`src/rtl/lfu_pkg.sv`:
```
`default_nettype none
package lfu_pkg;
	localparam int KEY_W   = 32;
	localparam int VAL_W   = 32;
	localparam int CNT_W   = 16;
	localparam int STAMP_W = 32;
	localparam int LIM_W   = 5;
	localparam logic [CNT_W-1:0] COUNT_MAX = {CNT_W{1'b1}};
	localparam logic [VAL_W-1:0] MISS_VALUE = {VAL_W{1'b1}};
	localparam logic [LIM_W-1:0] LIMIT_RESET = LIM_W'(16);
	localparam logic ACT_GET = 1'b0;
	localparam logic ACT_PUT = 1'b1;

	// Commands from the controller to the datapath.
	typedef struct packed {
		logic load;      // capture the incoming word and clear the scan results
		logic scan;      // examine the entry at the scan pointer
		logic commit;    // apply the update and build the result
	} lfu_cmd_t;

	// Status from the datapath to the controller.
	typedef struct packed {
		logic scan_last;
	} lfu_sts_t;
endpackage
`default_nettype wire

```
`src/rtl/lfu_ctrl.sv`:
```
`default_nettype none
module lfu_ctrl (
	input  wire logic              clk,
	input  wire logic              arst_n,
	input  wire logic              in_valid,
	output logic                   in_ready,
	output logic                   out_valid,
	input  wire logic              out_ready,
	output lfu_pkg::lfu_cmd_t      cmd,
	input  wire lfu_pkg::lfu_sts_t sts
);
	import lfu_pkg::*;

	typedef enum logic [3:0] {
		ST_IDLE   = 4'b0001,
		ST_SCAN   = 4'b0010,
		ST_COMMIT = 4'b0100,
		ST_OUT    = 4'b1000
	} state_t;

	state_t state_q;
	logic   in_acc;

	// The input is taken while idle, or while the last result is being taken.
	assign in_ready  = (state_q == ST_IDLE) || ((state_q == ST_OUT) && out_ready);
	assign out_valid = (state_q == ST_OUT);
	assign in_acc    = in_valid && in_ready;

	always_comb begin
		cmd.load   = in_acc;
		cmd.scan   = (state_q == ST_SCAN);
		cmd.commit = (state_q == ST_COMMIT);
	end

	// Sequence: scan the entries one by one, then commit, then hold the result until taken.
	always_ff @(posedge clk or negedge arst_n) begin
		if (!arst_n) begin
			state_q <= ST_IDLE;
		end else begin
			case (state_q)
				ST_IDLE: begin
					if (in_acc) state_q <= ST_SCAN;
				end
				ST_SCAN: begin
					if (sts.scan_last) state_q <= ST_COMMIT;
				end
				ST_COMMIT: begin
					state_q <= ST_OUT;
				end
				ST_OUT: begin
					if (in_acc) state_q <= ST_SCAN;
					else if (out_ready) state_q <= ST_IDLE;
				end
				default: begin
					state_q <= ST_IDLE;
				end
			endcase
		end
	end
endmodule
`default_nettype wire

```
`src/rtl/lfu_dpath.sv`:
```
`default_nettype none
module lfu_dpath #(
	parameter int ENTRIES = 16
) (
	input  wire logic                     clk,
	input  wire logic                     arst_n,
	input  wire logic                     capacity_limit_we,
	input  wire logic [lfu_pkg::LIM_W-1:0] capacity_limit,
	input  wire logic                     action,
	input  wire logic [lfu_pkg::KEY_W-1:0] lookup_key,
	input  wire logic [lfu_pkg::VAL_W-1:0] store_value,
	input  wire lfu_pkg::lfu_cmd_t         cmd,
	output lfu_pkg::lfu_sts_t              sts,
	output logic                          found,
	output logic [lfu_pkg::VAL_W-1:0]      read_value
);
	import lfu_pkg::*;

	localparam int IDX_W = (ENTRIES > 1) ? $clog2(ENTRIES) : 1;
	localparam int OCC_W = $clog2(ENTRIES + 1);
	localparam int CAP_W = (OCC_W > LIM_W) ? OCC_W : LIM_W;

	// Entry store: valid bits in flip-flops, payload in registers read at one pointer.
	logic [ENTRIES-1:0]  valid_q;
	logic [KEY_W-1:0]    key_mem   [ENTRIES];
	logic [VAL_W-1:0]    val_mem   [ENTRIES];
	logic [CNT_W-1:0]    cnt_mem   [ENTRIES];
	logic [STAMP_W-1:0]  stamp_mem [ENTRIES];

	logic [LIM_W-1:0]    limit_q;
	logic [STAMP_W-1:0]  clock_q;
	logic [OCC_W-1:0]    occ_q;

	logic                act_q;
	logic [KEY_W-1:0]    key_q;
	logic [VAL_W-1:0]    val_q;
	logic [IDX_W-1:0]    ptr_q;

	logic                hit_q;
	logic [IDX_W-1:0]    hit_idx_q;
	logic [VAL_W-1:0]    hit_val_q;
	logic [CNT_W-1:0]    hit_cnt_q;
	logic                free_q;
	logic [IDX_W-1:0]    free_idx_q;
	logic                have_q;
	logic [IDX_W-1:0]    vic_idx_q;
	logic [CNT_W-1:0]    best_cnt_q;
	logic [STAMP_W-1:0]  best_age_q;

	logic [KEY_W-1:0]    rd_key;
	logic [CNT_W-1:0]    rd_cnt;
	logic [STAMP_W-1:0]  rd_age;
	logic                rd_valid;
	logic                better;

	logic [CAP_W-1:0]    cap;
	logic                full;
	logic                do_write;
	logic                do_insert;
	logic [IDX_W-1:0]    slot;

	assign sts.scan_last = (ptr_q == IDX_W'(ENTRIES - 1));

	assign rd_valid = valid_q[ptr_q];
	assign rd_key   = key_mem[ptr_q];
	assign rd_cnt   = cnt_mem[ptr_q];
	assign rd_age   = clock_q - stamp_mem[ptr_q];
	assign better   = !have_q || (rd_cnt < best_cnt_q) ||
	                  ((rd_cnt == best_cnt_q) && (rd_age > best_age_q));

	// Effective limit, clamped to the table size.
	always_comb begin
		if (CAP_W'(limit_q) > CAP_W'(ENTRIES)) cap = CAP_W'(ENTRIES);
		else cap = CAP_W'(limit_q);
	end
	assign full      = CAP_W'(occ_q) >= cap;
	assign do_write  = (act_q == ACT_PUT) && (cap != '0);
	assign do_insert = do_write && !hit_q && (full ? have_q : free_q);
	assign slot      = hit_q ? hit_idx_q : (full ? vic_idx_q : free_idx_q);

	// Configuration register.
	always_ff @(posedge clk or negedge arst_n) begin
		if (!arst_n) limit_q <= LIMIT_RESET;
		else if (capacity_limit_we) limit_q <= capacity_limit;
	end

	// Scan control and per-item bookkeeping.
	always_ff @(posedge clk or negedge arst_n) begin
		if (!arst_n) begin
			ptr_q   <= '0;
			hit_q   <= 1'b0;
			free_q  <= 1'b0;
			have_q  <= 1'b0;
			valid_q <= '0;
			clock_q <= '0;
			occ_q   <= '0;
		end else begin
			if (cmd.load) begin
				ptr_q  <= '0;
				hit_q  <= 1'b0;
				free_q <= 1'b0;
				have_q <= 1'b0;
			end else if (cmd.scan) begin
				ptr_q <= ptr_q + 1'b1;
				if (rd_valid && rd_key == key_q && !hit_q) hit_q <= 1'b1;
				if (!rd_valid && !free_q) free_q <= 1'b1;
				if (rd_valid && better) have_q <= 1'b1;
			end else if (cmd.commit) begin
				if ((act_q == ACT_GET && hit_q) || (do_write && hit_q) || do_insert) begin
					clock_q <= clock_q + 1'b1;
				end
				if (do_insert) begin
					valid_q[slot] <= 1'b1;
					if (!full) occ_q <= occ_q + 1'b1;
				end
			end
		end
	end

	// Payload registers of the scan.
	always_ff @(posedge clk) begin
		if (cmd.load) begin
			act_q <= action;
			key_q <= lookup_key;
			val_q <= store_value;
		end else if (cmd.scan) begin
			if (rd_valid && rd_key == key_q && !hit_q) begin
				hit_idx_q <= ptr_q;
				hit_val_q <= val_mem[ptr_q];
				hit_cnt_q <= rd_cnt;
			end
			if (!rd_valid && !free_q) free_idx_q <= ptr_q;
			if (rd_valid && better) begin
				vic_idx_q  <= ptr_q;
				best_cnt_q <= rd_cnt;
				best_age_q <= rd_age;
			end
		end
	end

	// Entry updates and result word.
	always_ff @(posedge clk) begin
		if (cmd.commit) begin
			found <= hit_q;
			if (act_q == ACT_GET) read_value <= hit_q ? hit_val_q : MISS_VALUE;
			else read_value <= '0;
			if (hit_q && (act_q == ACT_GET || do_write)) begin
				if (hit_cnt_q != COUNT_MAX) cnt_mem[hit_idx_q] <= hit_cnt_q + 1'b1;
				stamp_mem[hit_idx_q] <= clock_q;
				if (do_write) val_mem[hit_idx_q] <= val_q;
			end else if (do_insert) begin
				key_mem[slot]   <= key_q;
				val_mem[slot]   <= val_q;
				cnt_mem[slot]   <= CNT_W'(1);
				stamp_mem[slot] <= clock_q;
			end
		end
	end
endmodule
`default_nettype wire

```
`src/rtl/lfu_cache_table_core.sv`:
```
`default_nettype none
// LFU key/value table with least-recently-touched tie break. Each accepted word is
// a get or a put; one result word follows for each. For each item the sequencer
// walks every entry, one register-file read per cycle, for the key match, the first
// free slot and the eviction victim, then commits the update. The next word is
// accepted in the cycle its predecessor's result is taken. The table is empty after
// reset; capacity_limit resets to 16.
module lfu_cache_table_core #(
	parameter int ENTRIES = 16
) (
	input  wire logic        clk,
	input  wire logic        arst_n,
	input  wire logic        capacity_limit_we,
	input  wire logic [4:0]  capacity_limit,
	input  wire logic        in_valid,
	output logic             in_ready,
	input  wire logic        action,
	input  wire logic [31:0] lookup_key,
	input  wire logic [31:0] store_value,
	output logic             out_valid,
	input  wire logic        out_ready,
	output logic             found,
	output logic [31:0]      read_value
);
	import lfu_pkg::*;

	lfu_cmd_t cmd;
	lfu_sts_t sts;

	lfu_ctrl u_ctrl (
		.clk       (clk),
		.arst_n    (arst_n),
		.in_valid  (in_valid),
		.in_ready  (in_ready),
		.out_valid (out_valid),
		.out_ready (out_ready),
		.cmd       (cmd),
		.sts       (sts)
	);

	lfu_dpath #(.ENTRIES(ENTRIES)) u_dpath (
		.clk               (clk),
		.arst_n            (arst_n),
		.capacity_limit_we (capacity_limit_we),
		.capacity_limit    (capacity_limit),
		.action            (action),
		.lookup_key        (lookup_key),
		.store_value       (store_value),
		.cmd               (cmd),
		.sts               (sts),
		.found             (found),
		.read_value        (read_value)
	);

`ifndef SYNTHESIS
	// A word is never accepted while a scan or commit is in progress.
	a_no_accept_busy: assert property (@(posedge clk) disable iff (!arst_n)
		(cmd.scan || cmd.commit) |-> !in_ready) else $error("accept while busy");
	// A result appears only right after a commit.
	a_out_after_commit: assert property (@(posedge clk) disable iff (!arst_n)
		$rose(out_valid) |-> $past(cmd.commit)) else $error("result without commit");
	// A miss reports either the all-ones miss value or zero.
	a_miss_value: assert property (@(posedge clk) disable iff (!arst_n)
		(out_valid && !found && read_value != 32'hFFFF_FFFF) |-> (read_value == 32'd0))
		else $error("bad miss value");
`endif
endmodule
`default_nettype wire

```
`config.mk`:
```
export PLATFORM = sky130hd
export DESIGN_NAME = lfu_cache_table_core
export DESIGN_NICKNAME = d
export VERILOG_FILES = /design/src/rtl/lfu_pkg.sv /design/src/rtl/lfu_ctrl.sv /design/src/rtl/lfu_dpath.sv /design/src/rtl/lfu_cache_table_core.sv
export SDC_FILE = /design/constraint.sdc
export NUM_CORES = 2
export LEC_CHECK = 0
export BUFFER_PORTS_ARGS = -buffer_cell sky130_fd_sc_hd__buf_2
export CAP_MARGIN = 30
export CORE_ASPECT_RATIO = 0.7
export CORE_MARGIN = 1.5
export CORE_UTILIZATION = 63
export DETAILED_ROUTE_END_ITERATION = 7
export GPL_TIMING_DRIVEN = 0
export PLACE_DENSITY_LB_ADDON = 0.08
export SKIP_LAST_GASP = 1
export SLEW_MARGIN = 20
export SYNTH_ARGS = -nofsm -noshare
export SYNTH_HDL_FRONTEND = slang
export SYNTH_SLANG_ARGS = --single-unit
```
`constraint.sdc`:
```
create_clock -name clk -period 11.6 [get_ports clk]
set_input_delay 2.32 -clock clk [delete_from_list [all_inputs] [get_ports clk]]
set_output_delay 2.32 -clock clk [all_outputs]
set_load 0.1 [all_outputs]
```
# Word level (Yosys, flattened, before mapping)
# Memory sizes are Yosys's and may differ from the RTL's. A register that Yosys moved wholly into a read port is not among the register bits.
# Cells that the tools add are included.
# word_totals
regBits	243
ram_bits	1792
in_bits	75
out_inout_bits	35
wordCells	143
mem_count	4
# mem_list
name	depth	width	read_ports	rd_clocked_by_memory_dff	write_ports	line	rtl
u_dpath.key_mem	16	32	1	0	1	lfu_dpath.sv:25	logic [KEY_W-1:0] key_mem [ENTRIES];
u_dpath.stamp_mem	16	32	1	0	1	lfu_dpath.sv:28	logic [STAMP_W-1:0] stamp_mem [ENTRIES];
u_dpath.val_mem	16	32	1	1	1	lfu_dpath.sv:26	logic [VAL_W-1:0] val_mem [ENTRIES];
u_dpath.cnt_mem	16	16	1	0	1	lfu_dpath.sv:27	logic [CNT_W-1:0] cnt_mem [ENTRIES];
# op_classes
add_sub_neg	5
magnitude_cmp	7
n_eq_ne	11
muxes	49
bitwise_logic	5
n_reduce_logical	42
# ops
op	count
32-bit two-way mux	3
32-bit OR reduction	2
4-bit two-way mux	11
32-bit by 1-bit adder with 32-bit output (second input constant)	1
32-bit == test	1
32-bit greater-than comparator	1
32-bit subtractor	1
1-bit two-way mux	30
16-bit by 1-bit adder with 16-bit output (second input constant)	1
16-bit == test	1
16-bit less-than comparator	1
16-bit two-way mux	1
16-bit != test (second input constant)	1
16-bit OR	1
4-bit one-hot mux with 4 select lines	1
16-bit OR reduction	1
1-bit logical AND	14
3-bit AND reduction	4
4-bit by 5-bit less-than comparator with 1-bit output (second input constant)	2
4-bit == test (second input constant)	2
4-bit AND reduction	2
2-bit nonzero test	4
1-bit logical OR	6
2-bit AND reduction	3
17 further kinds	24

# Longest topological paths before layout
# depth
ltp_word	12
mapped_depth	30
mapped_depth_nobuf	23

# By module
# From an unflattened synthesis, not the netlist that was laid out.
# unflattened
cells_unflattened	3794
hier_area_um2	81360.5
# modules_own_cells
mod	n_inst	cells_each	area_each_um2
lfu_dpath	1	3770	81110.3
lfu_ctrl	1	24	250.2

# Worst setup path before layout
# OpenSTA, ideal clock, no wires.
# synth_path
path_kind	register to register
from	register u_dpath.ptr_q[1]
to	register u_dpath.best_age_q[0], enable pin
arrival_time_ns	8.210
path_slack_ns	2.897
path_stages_with_launch	31
path_buffers	7
synth_period_minus_slack_ns	8.703
cell_sequence	dfrtp_1 > buf_2 > buf_6 > buf_4 > buf_4 > buf_2 > buf_2 > buf_1 > mux4_2 > mux4_2 > inv_1 > ha_1 > a21o_1 > a22o_1 > o311a_1 > a211oi_1 > o21ai_0 > nand2_1 > nand2_1 > a21oi_1 > xnor2_1 > ha_1 > a21o_1 > a21o_1 > a21oi_1 > nor2_1 > a2111oi_0 > nand2_1 > o311ai_0 > a21o_1 > a31oi_1
# synth_between
elab_chain_len	7
word_cells_on_any_way	13
# synth_rtl
item	line	rtl
from (decl)	lfu_dpath.sv:37	logic [IDX_W-1:0] ptr_q;
from (signal assigned)	lfu_dpath.sv:104	ptr_q <= ptr_q + 1'b1;
memory 16 x 32 bit	-	
32-bit subtractor	lfu_dpath.sv:67	assign rd_age = clock_q - stamp_mem[ptr_q];
net u_dpath.rd_age[25]	lfu_dpath.sv:52	logic [STAMP_W-1:0] rd_age;
32-bit greater-than comparator	lfu_dpath.sv:69	((rd_cnt == best_cnt_q) && (rd_age > best_age_q));
1-bit logical AND	lfu_dpath.sv:69	
1-bit logical OR	lfu_dpath.sv:68	assign better = !have_q || (rd_cnt < best_cnt_q) ||
1-bit logical AND	lfu_dpath.sv:133	if (rd_valid && better) begin
3-bit AND reduction (no source line)	-	
to (signal assigned)	lfu_dpath.sv:136	best_age_q <= rd_age;
to (decl)	lfu_dpath.sv:48	logic [STAMP_W-1:0] best_age_q;
# The timed path passes the listed nets, and every way through them passes these cells. The select of a mux whose other input is x is not followed.
# A chain may end at the register's enable or synchronous reset.

# Worst setup path in the final report
# layout_path
from	register u_dpath.ptr_q[1]
to	register u_dpath.best_age_q[28], enable pin
# The elaborated chain is that of the path after synthesis.

==> reports/results.txt <==
Largest net degree at the start of global routing -> 38
Crit Reg-Reg Endpoint -> u_dpath.best_age_q[28]
Unrepaired setup endpoints after global routing -> no
Area of the multi-input gates -> 18800 µm²
Top_reg_cell synth -> edfxtp_1
Syn Inst Count -> 3794
Reg2reg setup slack -> 2.24 ns
Die Wd -> 433 µm
Routed len/inst -> 32.4 µm
Setup WS post-layout -> 2.24 ns
Overflow after GRT -> 0
Maximum buffer depth of the clock tree -> 3
Post CTS Setup Buffer Count -> 0
CTS tree -> built
Die Ht -> 304 µm
Die Area -> 131000 µm²
Critical path fanouts, max -> 21
H-tree Lvls -> 4
Vias in the first global route -> 40135
CP peak stage delay -> 0.72 ns
FF/Latch Area -> 61700 µm²
Vias -> 40909
Filler Cell Count -> 7397
Global-route wire length before repair -> 284000 µm
Actual slew at the worst max-slew pin -> 1.12 ns
Fmax -> 0.107 GHz
Clock slew at reported path FFs -> 0.07 ns
Root buffer cell -> clkbuf_16
Placed cell count -> 5749
Commonest non-fill, non-tap cell in the layout -> edfxtp_1
IR drop worst, VDD -> 0.138 mV
Cell count of the worst reg-to-reg path -> 32
Post-Layout Cell Count -> 6105
CP Data Arrival Time -> 9.91 ns
Slew margin rel. -> 25.5%
Worst path required time -> 12.15 ns
ANT nets after route -> 0
Area growth, synth to finish -> 14.5%
Number of library cell types mapped by synthesis -> 71
Total CTS buffers -> 182
Hold path start -> u_dpath.valid_q[2]
Hpwl dp -> 125000 µm
Leading area contributor after synthesis -> edfxtp_1
Int Pwr -> 12.8 mW
DRC viols -> 0
DR pass1 iterations -> 6
Switching share of power -> 24.7%
Synth area leaders -> edfxtp_1 (74%), mux4_2 (15%), dfrtp_1 (2.1%)
Tcrit/Tclk final -> 80.6%
Hold Path Stages -> 1
Switch Pwr -> 4.22 mW
PD cells -> 183 nW/µm²
Dpl ws -> 2.23 ns
Most frequent cells in the layout -> edfxtp_1 (1998), mux4_2 (529), clkbuf_16 (189)
Critical R2R Launch -> u_dpath.ptr_q[1]
Standard-cell row count -> 110
Kind of critical path -> reg2reg
CP endpoint kind -> register
Critical Path Source Type -> register
1st-iter DRT viols -> 6631
EDFF count, synth -> 1998
Combinational power share -> 14.0%
Syn avg cell area -> 21.4 µm²
Hold WC Path Type -> reg2reg
GRT Overall Usage -> 30.8%
Post-Route Skew -> 0.0383 ns
Clock latency on the worst-skew pair -> 0.83 ns
Vias per std cell -> 6.70
Slowest CP cell -> buf_1
Routed WL -> 198000 µm
Post-Syn Nets -> 3958
Clock Sinks -> 2067
#FFs+latches synth -> 2067
Post-synthesis sequential area ratio -> 75.9%
Initial antenna violation count -> 5
Final setup vio count -> 0
Ys Warns -> 0
Seq pwr share -> 50.5%
I/O pins -> 110
Hold buffers post-CTS -> 0
Status -> complete, no violations
Final Slew Violations -> 0
Placer congestion estimate -> 0.867
Mapped Area -> 81400 µm²
FFs w/ async S/R, synth -> 3.34%
Clock network power share -> 35.5%
Max_cap viols -> 0
Leak pwr -> 31.3 nW
Resized Gates After CTS -> 0
Hold Violations, Final -> 0
Top-area cell type share of the netlist area -> 73.8%
Core box area -> 128000 µm²
Initial Util -> 63.4%
Share of layout cells above drive strength 1 -> 28.0%
# port buffers -> 109
Nets -> 4378
Fin crit period -> 9.36 ns
Hold Path Sink -> u_dpath.valid_q[2]
[area by class of cell]
cell class / count / area share (%)
clock buffer: 235 / 5.31
inverter: 138 / 0.562
clock inverter: 102 / 1.05
antenna: 2 / 0.00538
buffer: 153 / 0.863
multi-input combinational: 1436 / 20.2
timing repair buffer: 236 / 3.38
sequential: 2067 / 66.3
tap: 1736 / 2.33
[kinds of logic (layout without fill, tap and decap cells)]
kind of cell	Yosys count	after routing	synth area share, %
buffers and inverters	291	864	1.61
adders and majority gates	89	89	1.38
other	0	2	0
muxes	595	595	15.7
xor gates and xnor gates	111	111	1.20
DFF	2067	2067	75.9
AOI/OAI and AO/OA	250	250	1.98
and+or+nand+nor	391	391	2.29
[through the flow]
stage / TNS, ns / utilization [%] / instance area, µm² / hold WS, ns / power, mW
final: 0 / 72.6 / 93100 / 0.463 / 17.0
after floorplan: 0 / - / 81400 / 0.423 / 10.3
after detailed placement: 0 / 67.8 / 87000 / 0.445 / 11.1
after CTS: 0 / 72.5 / 92900 / 0.462 / 17.1
after global placement: -91.20 / 65.5 / 84100 / 0.430 / 11.1
after global routing: 0 / 72.6 / 93100 / 0.477 / 17.5
[power by group through the flow]
stage	clock network (mW)	logic (mW)	registers, mW
CTS	6.10	2.38	8.60
detailed placement	0	2.36	8.76
global placement	0	2.31	8.75
global route	6.39	2.53	8.62
finish	6.04	2.39	8.61
floorplan	0	1.61	8.68
[layer usage]
layer  wire length [µm]  vias up  track usage (%)  part of all wire, %
met5                 47        -                0                0.024
met4               4560        6             7.83                  2.3
met3              23700      297             7.01                   12
met2              87400     2680             43.4                   44
met1              82000    21352             49.8                   41
li1                   -    16574                -                    -
[Yosys cell counts (4+ instances only)]
library cell  number
buf_2             57
and3_1            13
nor2_1           127
mux4_1             9
nand2b_1          13
nand2_1           80
a22oi_1            5
mux2_2            12
nand3_1           50
o2111ai_1          5
o211ai_1           7
o22ai_1           11
clkbuf_1          53
a21o_1            39
buf_1             20
mux2i_1           43
nor4_1             7
o21a_1             9
a31oi_1            8
buf_4             11
or2_1              9
edfxtp_1        1998
or2_2             11
mux4_2           529
nand4_1           27
xnor2_1           66
and2_1             6
inv_1            138
xor2_1            45
a21oi_1           78
o221ai_1           4
ha_1              88
buf_6             10
nor2b_1           14
nor3_1            21
a211oi_1          14
o21ai_0           39
dfrtp_1           67
[worst max-delay path by stage]
stage	startpoint	to	slack, ns	depth (start not counted)
6_report	u_dpath.ptr_q[1]	u_dpath.best_age_q[28]	2.24	32
5_1_grt	u_dpath.ptr_q[1]	u_dpath.best_age_q[14]	1.76	32
4_1_cts	u_dpath.ptr_q[1]	u_dpath.best_age_q[27]	2.09	31
3_5_place_dp	u_dpath.ptr_q[1]	u_dpath.best_age_q[27]	2.23	31
3_3_place_gp	u_dpath.ptr_q[3]	u_dpath.best_age_q[27]	-1.76	26
2_1_floorplan	u_dpath.ptr_q[1]	u_dpath.best_age_q[0]	2.90	30
[critical path: cells and delay by family, from the launching register on]
kind,cells,cell delay (ns)
adder cells (fa/ha/maj),2,0.56
XOR/XNOR,1,0.17
buffers and inverters,10,3.30
AND/OR/NAND/NOR,5,0.44
flip-flops,1,0.44
multiplexers,2,0.91
AO/OA/AOI/OAI,12,3.19
[state kept, by name, indices dropped and copies added, names as in the netlist, 5 cells and up]
| signal | count |
|---|---|
| u_dpath.best_age_q | 32 |
| u_dpath.clock_q | 32 |
| u_dpath.valid_q | 16 |
| u_dpath.key_q | 32 |
| u_dpath.cnt_mem | 256 |
| u_dpath.hit_val_q | 32 |
| u_dpath.hit_cnt_q | 16 |
| u_dpath.occ_q | 5 |
| u_dpath.best_cnt_q | 16 |
| u_dpath.key_mem | 512 |
| u_dpath.read_value | 32 |
| u_dpath.val_q | 32 |
| u_dpath.val_mem | 512 |
| u_dpath.limit_q | 5 |
| u_dpath.stamp_mem | 512 |
Note: power is estimated with default switching activity, not from simulation.
